==> config.mk <==
export PLATFORM = sky130hd
export DESIGN_NAME = modular_exponentiation
export DESIGN_NICKNAME = d
export VERILOG_FILES = /design/src/rtl/mexp_pkg.sv /design/src/rtl/modular_exponentiation.sv /design/src/rtl/mexp_modmul.sv
export SDC_FILE = /design/constraint.sdc
export NUM_CORES = 1
export LEC_CHECK = 0
export CORE_UTILIZATION = 25
export CTS_CLUSTER_DIAMETER = 200
export CTS_CLUSTER_SIZE = 25
export DETAILED_ROUTE_END_ITERATION = 8
export DONT_BUFFER_PORTS = 1
export GPL_TIMING_DRIVEN = 0
export PLACE_DENSITY = 0.5
export SYNTH_ARGS = -nofsm -noshare
export SYNTH_HDL_FRONTEND = slang
export SYNTH_SLANG_ARGS = --single-unit
==> constraint.sdc <==
create_clock -name clock -period 17.4 [get_ports clock]
set_input_delay 1.74 -clock clock [delete_from_list [all_inputs] [get_ports clock]]
set_output_delay 1.74 -clock clock [all_outputs]
set_load 0.02 [all_outputs]
==> src/rtl/mexp_pkg.sv <==
// ----------------------------------------------------------------------------
// mexp_pkg
// Shared constants for the modular exponentiation block.
// ----------------------------------------------------------------------------
`default_nettype none

package mexp_pkg;

   localparam int OperandWidthDefault = 32;

endpackage

`default_nettype wire

==> src/rtl/modular_exponentiation.sv <==
// ----------------------------------------------------------------------------
// modular_exponentiation
// Square-and-multiply modular exponentiation over a bit-serial multiplier.
// ----------------------------------------------------------------------------
// One transaction at a time is computed. The base is first reduced with one
// pass of the shared bit-serial multiplier, then each exponent bit, most
// significant first, costs a squaring and, when set, one more multiply. A zero
// exponent or modulus skips the multiplier. The result sits in an output
// register, so a new transaction is taken while the previous result still waits.
`default_nettype none

module modular_exponentiation #(
   parameter int OPERAND_WIDTH = mexp_pkg::OperandWidthDefault
) (
   input  wire logic                     clock,
   input  wire logic                     reset,
   input  wire logic                     req_valid,
   output logic                          req_stall,
   input  wire logic [OPERAND_WIDTH-1:0] req_base_value,
   input  wire logic [OPERAND_WIDTH-1:0] req_exponent_value,
   input  wire logic [OPERAND_WIDTH-1:0] req_modulus_value,
   output logic                          rsp_valid,
   input  wire logic                     rsp_stall,
   output logic [OPERAND_WIDTH-1:0]      rsp_power_result
);
   import mexp_pkg::*;

   localparam int CntWidth = (OPERAND_WIDTH > 1) ? $clog2(OPERAND_WIDTH) : 1;

   localparam logic [2:0] StIdle   = 3'd0;
   localparam logic [2:0] StBase   = 3'd1;
   localparam logic [2:0] StSquare = 3'd2;
   localparam logic [2:0] StMult   = 3'd3;
   localparam logic [2:0] StPush   = 3'd4;

   logic [2:0]               state_ff, state_in;
   logic [OPERAND_WIDTH-1:0] expo_sr_ff, expo_sr_in;
   logic [CntWidth-1:0]      bit_cnt_ff, bit_cnt_in;
   logic [OPERAND_WIDTH-1:0] acc_ff, acc_in;
   logic [OPERAND_WIDTH-1:0] base_ff, base_in;
   logic [OPERAND_WIDTH-1:0] modu_ff, modu_in;
   logic                     rsp_valid_ff, rsp_valid_in;
   logic [OPERAND_WIDTH-1:0] rsp_result_ff, rsp_result_in;

   logic                     mul_start;
   logic [OPERAND_WIDTH-1:0] mul_a, mul_b, mul_m;
   logic                     mul_done;
   logic [OPERAND_WIDTH-1:0] mul_product;
   logic [OPERAND_WIDTH-1:0] one_mod;
   logic                     req_take, rsp_free;

   assign req_stall = (state_ff != StIdle);
   assign req_take  = req_valid && !req_stall;
   assign rsp_free  = !rsp_valid_ff || !rsp_stall;
   assign one_mod   = (req_modulus_value == OPERAND_WIDTH'(1)) ? '0 : OPERAND_WIDTH'(1);

   mexp_modmul #(
      .OPERAND_WIDTH(OPERAND_WIDTH)
   ) u_modmul (
      .clock   (clock),
      .reset   (reset),
      .start   (mul_start),
      .mul_a   (mul_a),
      .mul_b   (mul_b),
      .mul_m   (mul_m),
      .done    (mul_done),
      .product (mul_product)
   );

   always_comb begin
      state_in      = state_ff;
      expo_sr_in    = expo_sr_ff;
      bit_cnt_in    = bit_cnt_ff;
      acc_in        = acc_ff;
      base_in       = base_ff;
      modu_in       = modu_ff;
      rsp_valid_in  = rsp_valid_ff && rsp_stall;
      rsp_result_in = rsp_result_ff;
      mul_start     = 1'b0;
      mul_a         = mul_product;
      mul_b         = mul_product;
      mul_m         = modu_ff;

      unique case (state_ff)
         StIdle: begin
            if (req_take) begin
               expo_sr_in = req_exponent_value;
               modu_in    = req_modulus_value;
               bit_cnt_in = CntWidth'(OPERAND_WIDTH - 1);
               if (req_exponent_value == '0) begin
                  acc_in   = OPERAND_WIDTH'(1);
                  state_in = StPush;
               end else if (req_modulus_value == '0) begin
                  acc_in   = '0;
                  state_in = StPush;
               end else begin
                  acc_in    = one_mod;
                  mul_start = 1'b1;
                  mul_a     = one_mod;
                  mul_b     = req_base_value;
                  mul_m     = req_modulus_value;
                  state_in  = StBase;
               end
            end
         end
         StBase: begin
            if (mul_done) begin
               base_in   = mul_product;
               mul_start = 1'b1;
               mul_a     = acc_ff;
               mul_b     = acc_ff;
               state_in  = StSquare;
            end
         end
         StSquare, StMult: begin
            if (mul_done) begin
               acc_in = mul_product;
               if (state_ff == StSquare && expo_sr_ff[OPERAND_WIDTH-1]) begin
                  mul_start = 1'b1;
                  mul_b     = base_ff;
                  state_in  = StMult;
               end else if (bit_cnt_ff == '0) begin
                  state_in = StPush;
               end else begin
                  bit_cnt_in = bit_cnt_ff - CntWidth'(1);
                  expo_sr_in = expo_sr_ff << 1;
                  mul_start  = 1'b1;
                  state_in   = StSquare;
               end
            end
         end
         StPush: begin
            if (rsp_free) begin
               rsp_valid_in  = 1'b1;
               rsp_result_in = acc_ff;
               state_in      = StIdle;
            end
         end
         default: begin
            state_in = StIdle;
         end
      endcase
   end

   always_ff @(posedge clock) begin
      if (reset) begin
         state_ff     <= StIdle;
         rsp_valid_ff <= 1'b0;
      end else begin
         state_ff     <= state_in;
         rsp_valid_ff <= rsp_valid_in;
      end
      expo_sr_ff    <= expo_sr_in;
      bit_cnt_ff    <= bit_cnt_in;
      acc_ff        <= acc_in;
      base_ff       <= base_in;
      modu_ff       <= modu_in;
      rsp_result_ff <= rsp_result_in;
   end

   assign rsp_valid        = rsp_valid_ff;
   assign rsp_power_result = rsp_result_ff;

endmodule

`default_nettype wire

==> src/rtl/mexp_modmul.sv <==
// ----------------------------------------------------------------------------
// mexp_modmul
// Bit-serial modular multiplier: one multiplier bit per cycle, most
// significant first, with a doubling and a conditional add, each reduced.
// ----------------------------------------------------------------------------
`default_nettype none

module mexp_modmul #(
   parameter int OPERAND_WIDTH = mexp_pkg::OperandWidthDefault
) (
   input  wire logic                     clock,
   input  wire logic                     reset,
   input  wire logic                     start,
   input  wire logic [OPERAND_WIDTH-1:0] mul_a,
   input  wire logic [OPERAND_WIDTH-1:0] mul_b,
   input  wire logic [OPERAND_WIDTH-1:0] mul_m,
   output logic                          done,
   output logic [OPERAND_WIDTH-1:0]      product
);
   import mexp_pkg::*;

   localparam int CntWidth = (OPERAND_WIDTH > 1) ? $clog2(OPERAND_WIDTH) : 1;
   localparam logic [CntWidth-1:0] LastCount = CntWidth'(OPERAND_WIDTH - 1);

   logic                     busy_ff, busy_in;
   logic                     done_ff, done_in;
   logic [CntWidth-1:0]      cnt_ff, cnt_in;
   logic [OPERAND_WIDTH-1:0] acc_ff, acc_in;
   logic [OPERAND_WIDTH-1:0] a_ff, a_in;
   logic [OPERAND_WIDTH-1:0] b_sr_ff, b_sr_in;
   logic [OPERAND_WIDTH-1:0] m_ff, m_in;
   logic [OPERAND_WIDTH:0]   dbl, dbl_red, sum, sum_red;

   always_comb begin
      dbl     = {acc_ff, 1'b0};
      dbl_red = (dbl >= {1'b0, m_ff}) ? dbl - {1'b0, m_ff} : dbl;
      sum     = dbl_red + (b_sr_ff[OPERAND_WIDTH-1] ? {1'b0, a_ff} : '0);
      sum_red = (sum >= {1'b0, m_ff}) ? sum - {1'b0, m_ff} : sum;
   end

   always_comb begin
      busy_in = busy_ff;
      done_in = 1'b0;
      cnt_in  = cnt_ff;
      acc_in  = acc_ff;
      a_in    = a_ff;
      b_sr_in = b_sr_ff;
      m_in    = m_ff;
      if (start) begin
         busy_in = 1'b1;
         cnt_in  = '0;
         acc_in  = '0;
         a_in    = mul_a;
         b_sr_in = mul_b;
         m_in    = mul_m;
      end else if (busy_ff) begin
         acc_in  = sum_red[OPERAND_WIDTH-1:0];
         b_sr_in = b_sr_ff << 1;
         cnt_in  = cnt_ff + CntWidth'(1);
         if (cnt_ff == LastCount) begin
            busy_in = 1'b0;
            done_in = 1'b1;
         end
      end
   end

   always_ff @(posedge clock) begin
      if (reset) begin
         busy_ff <= 1'b0;
         done_ff <= 1'b0;
      end else begin
         busy_ff <= busy_in;
         done_ff <= done_in;
      end
      cnt_ff  <= cnt_in;
      acc_ff  <= acc_in;
      a_ff    <= a_in;
      b_sr_ff <= b_sr_in;
      m_ff    <= m_in;
   end

   assign done    = done_ff;
   assign product = acc_ff;

endmodule

`default_nettype wire
==> results_dict.tcl <==
set metrics [dict create \
    status "completed" \
    drv_cap 0 \
    met3WireLength_mm 3.01 \
    wirelength_mm 59.1 \
    cts_sinks 304 \
    slowest_stage "nor4_1" \
    fin_crit_sh 0.535 \
    leakagePower_nw 7.49 \
    hold_buffers 0 \
    n_antenna_cell 0 \
    top_layer "met5" \
    timing.fmax_ghz 0.107 \
    whs_ns 0.490 \
    cp.arrival_ns 9.80 \
    antenna_found_initial 2 \
    skew_ns 0.0382 \
    rsz0062_at_grt "false" \
    syn2layout_area_growth_pct 10.0 \
    finalCriticalPeriod_ns 9.31 \
    worst_slew_pin_slew_ns 1.19 \
    yosysSeqAreaShare 0.476 \
    synthArstFlopShare 0 \
    powerDensity_mw_per_mm2 215 \
    drt-pass1-iter-count 6 \
    vias 14200 \
    yosysWarnings 0 \
    rows 98 \
    critPathRequiredTime_ns 17.89 \
    die_width_um 272 \
    root_buffer "clkbuf_16" \
    slew_violations 0 \
    gp_congestion 0.882 \
    numCtsBuffers 16 \
    worstPathMaxFanout 10 \
    synth_cells 1786 \
    ys_ff_latch 304 \
    grt_max_degree 40 \
    drt-vias-per-instance 5.11 \
    setup_viol 0 \
    placed_area_mm2 0.0196 \
    dp_hpwl_mm 46.0 \
    hold_viol 0 \
    critPathKind "register to register" \
    setup_tns_ns 0 \
    cts_tree "done" \
    clkSlewWorstSetupHoldPaths_ns 0.13 \
    finalPower_mw 4.32 \
    ctsLongestPathBuffers 3 \
    drt_first_iter_violations 1344 \
    grt_pass1_wl_mm 86.9 \
    grt_util_all_layers 0.154 \
    setup.worst_path.start_class "register" \
    ios 134 \
    fillCellCount 7560 \
    peakVddDrop_uv 120 \
    hold_class "register to register" \
    postRouteAntennaNets 0 \
    cts_resized 0 \
    overflow 0 \
    endpoint_kind "register" \
    die_height_um 272 \
    io_buffers 0 \
    synth-edff-count 261 \
    drive_above_1_share 0.0616 \
    start_util 0.254 \
    syn_nets 1988 \
    postCtsSetupBuffers 0 \
    htreeDepth 1 \
    core_area_mm2 0.0720 \
    wl_met2_mm 29.3 \
    clock_latency_ns 0.56 \
    slew_headroom 0.208 \
    avgRoutedWirePerCell_um 21.3 \
    yosysUniqueCellTypes 76 \
    grt_pass1_vias 13600 \
    synth_ff_type "edfxtp_1" \
    die-area_mm2 0.0742 \
    cp_slowest_stage_delay_ns 0.63 \
    syn_area_per_cell_um2 10.2 \
    drc 0 \
    met1_length_mm 25.7 \
    final_nets 2011 \
    syn-cell-area_mm2 0.0183 \
    post-route-cell-area_mm2 0.0201 \
]
cell type report:
class	instances	area [um^2]	share of cell area
Tap cell	950	1190	0.0591
Sequential cell	304	8700	0.432
Buffer	93	415	0.0207
Inverter	73	274	0.0136
Clock buffer	27	463	0.0230
Timing Repair Buffer	5	115	0.00572
Clock inverter	1	30.0	0.00149
Multi-Input combinational cell	1316	8930	0.444
per-stage QoR:
stage | util | worst slack [ns] | instances
after floorplan | - | 11.08 | 1786
after global placement | 0.270 | 8.29 | 2736
after detailed placement | 0.273 | 8.34 | 2741
after CTS | 0.279 | 8.28 | 2769
after global routing | 0.279 | 7.50 | 2769
final | 0.279 | 8.09 | 2769
path summary, 6_finish.rpt:
| path | to | slack, ns | depth (start not counted) | from |
|---|---|---|---|---|
| setup / recovery | u_modmul.product[22]$_SDFFE_PP0P_ | 8.09 | 32 | u_modmul.product[19]$_SDFFE_PP0P_ |
| hold reg to reg | expo_sr_ff[13]$_DFFE_PP_ | 0.49 | 2 | expo_sr_ff[12]$_DFFE_PP_ |
| setup reg to reg | u_modmul.product[22]$_SDFFE_PP0P_ | 8.09 | 32 | u_modmul.product[19]$_SDFFE_PP0P_ |
| hold / removal | expo_sr_ff[13]$_DFFE_PP_ | 0.49 | 2 | expo_sr_ff[12]$_DFFE_PP_ |
worst max-delay path, delay by kind of cell (launching register included):
kind	cells	cell delay, ns
adders and majority gates	3	0.94
DFF	1	0.45
AOI/OAI and AO/OA	12	2.81
xor gates and xnor gates	1	0.35
buffers and inverters	5	1.43
and+or+nand+nor	11	3.22
cells in the mapped netlist, types with 13 or more instances:
| master | number | area (um^2) |
|---|---|---|
| mux2i_1 | 26 | 260 |
| xnor2_1 | 57 | 499 |
| ha_1 | 99 | 1240 |
| a21o_1 | 39 | 293 |
| edfxtp_1 | 261 | 7840 |
| nand3_1 | 29 | 145 |
| a21oi_1 | 133 | 666 |
| o21ai_0 | 99 | 495 |
| mux2_2 | 54 | 608 |
| nand2b_1 | 25 | 156 |
| clkbuf_1 | 75 | 282 |
| nand4_1 | 19 | 119 |
| inv_1 | 73 | 274 |
| a31oi_1 | 38 | 238 |
| a22o_1 | 34 | 298 |
| xor2_1 | 30 | 263 |
| o21a_1 | 13 | 97.6 |
| o21ai_1 | 13 | 65.1 |
| nor4_1 | 23 | 144 |
| nand2_1 | 221 | 830 |
| and2_1 | 70 | 438 |
| dfxtp_1 | 43 | 861 |
| nor3_1 | 24 | 120 |
| a222oi_1 | 31 | 310 |
| nor2_1 | 89 | 334 |
layout by cell type, fill, tap and decap left out, types with 26 or more instances in the layout:
cell,netlist,final
o21ai_0,99,99
nor2_1,89,89
dfxtp_1,43,43
edfxtp_1,261,261
xnor2_1,57,57
mux2i_1,26,26
and2_1,70,70
a31oi_1,38,38
nand2_1,221,220
clkbuf_1,75,84
ha_1,99,99
xor2_1,30,30
inv_1,73,73
mux2_2,54,54
a22o_1,34,34
a21o_1,39,39
nand3_1,29,29
a222oi_1,31,31
a21oi_1,133,130
logic make-up (layout without fill, tap and decap cells):
logic type / count (synthesis) / count (layout) / share of synthesized area
mux: 80 / 80 / 0.0475
buf+inv: 166 / 199 / 0.0374
compound gates: 491 / 491 / 0.179
simple gates: 556 / 556 / 0.147
xor+xnor: 87 / 87 / 0.0417
fa+ha+maj: 102 / 102 / 0.0711
flops: 304 / 304 / 0.476
report_power, final:
group | total [mW] | internal [mW] | switching [mW]
Sequential | 1.03 | 0.906 | 0.127
Combinational | 2.84 | 1.15 | 1.69
Clock | 0.452 | 0.189 | 0.263
Total | 4.32 | 2.24 | 2.08
metal layers:
| metal | global-route usage | vias to the layer above |
|---|---|---|
| met5 | 0 | - |
| met4 | 0.0310 | 2 |
| met3 | 0.0190 | 40 |
| met2 | 0.270 | 413 |
| met1 | 0.203 | 6988 |
| li1 | - | 6714 |
sequential cells by signal (all words and copies together) (netlist names):
signal and count:
rsp_valid 1, u_modmul.cnt_ff 5, acc_ff 32, u_modmul.product 32, state_ff 3, rsp_power_result 32
u_modmul.m_ff 32, u_modmul.b_sr_ff 32, bit_cnt_ff 5, u_modmul.a_ff 32, u_modmul.done 1, u_modmul.busy_ff 1
base_ff 32, expo_sr_ff 32, modu_ff 32
No activity file was read; power rests on OpenSTA's default activity.
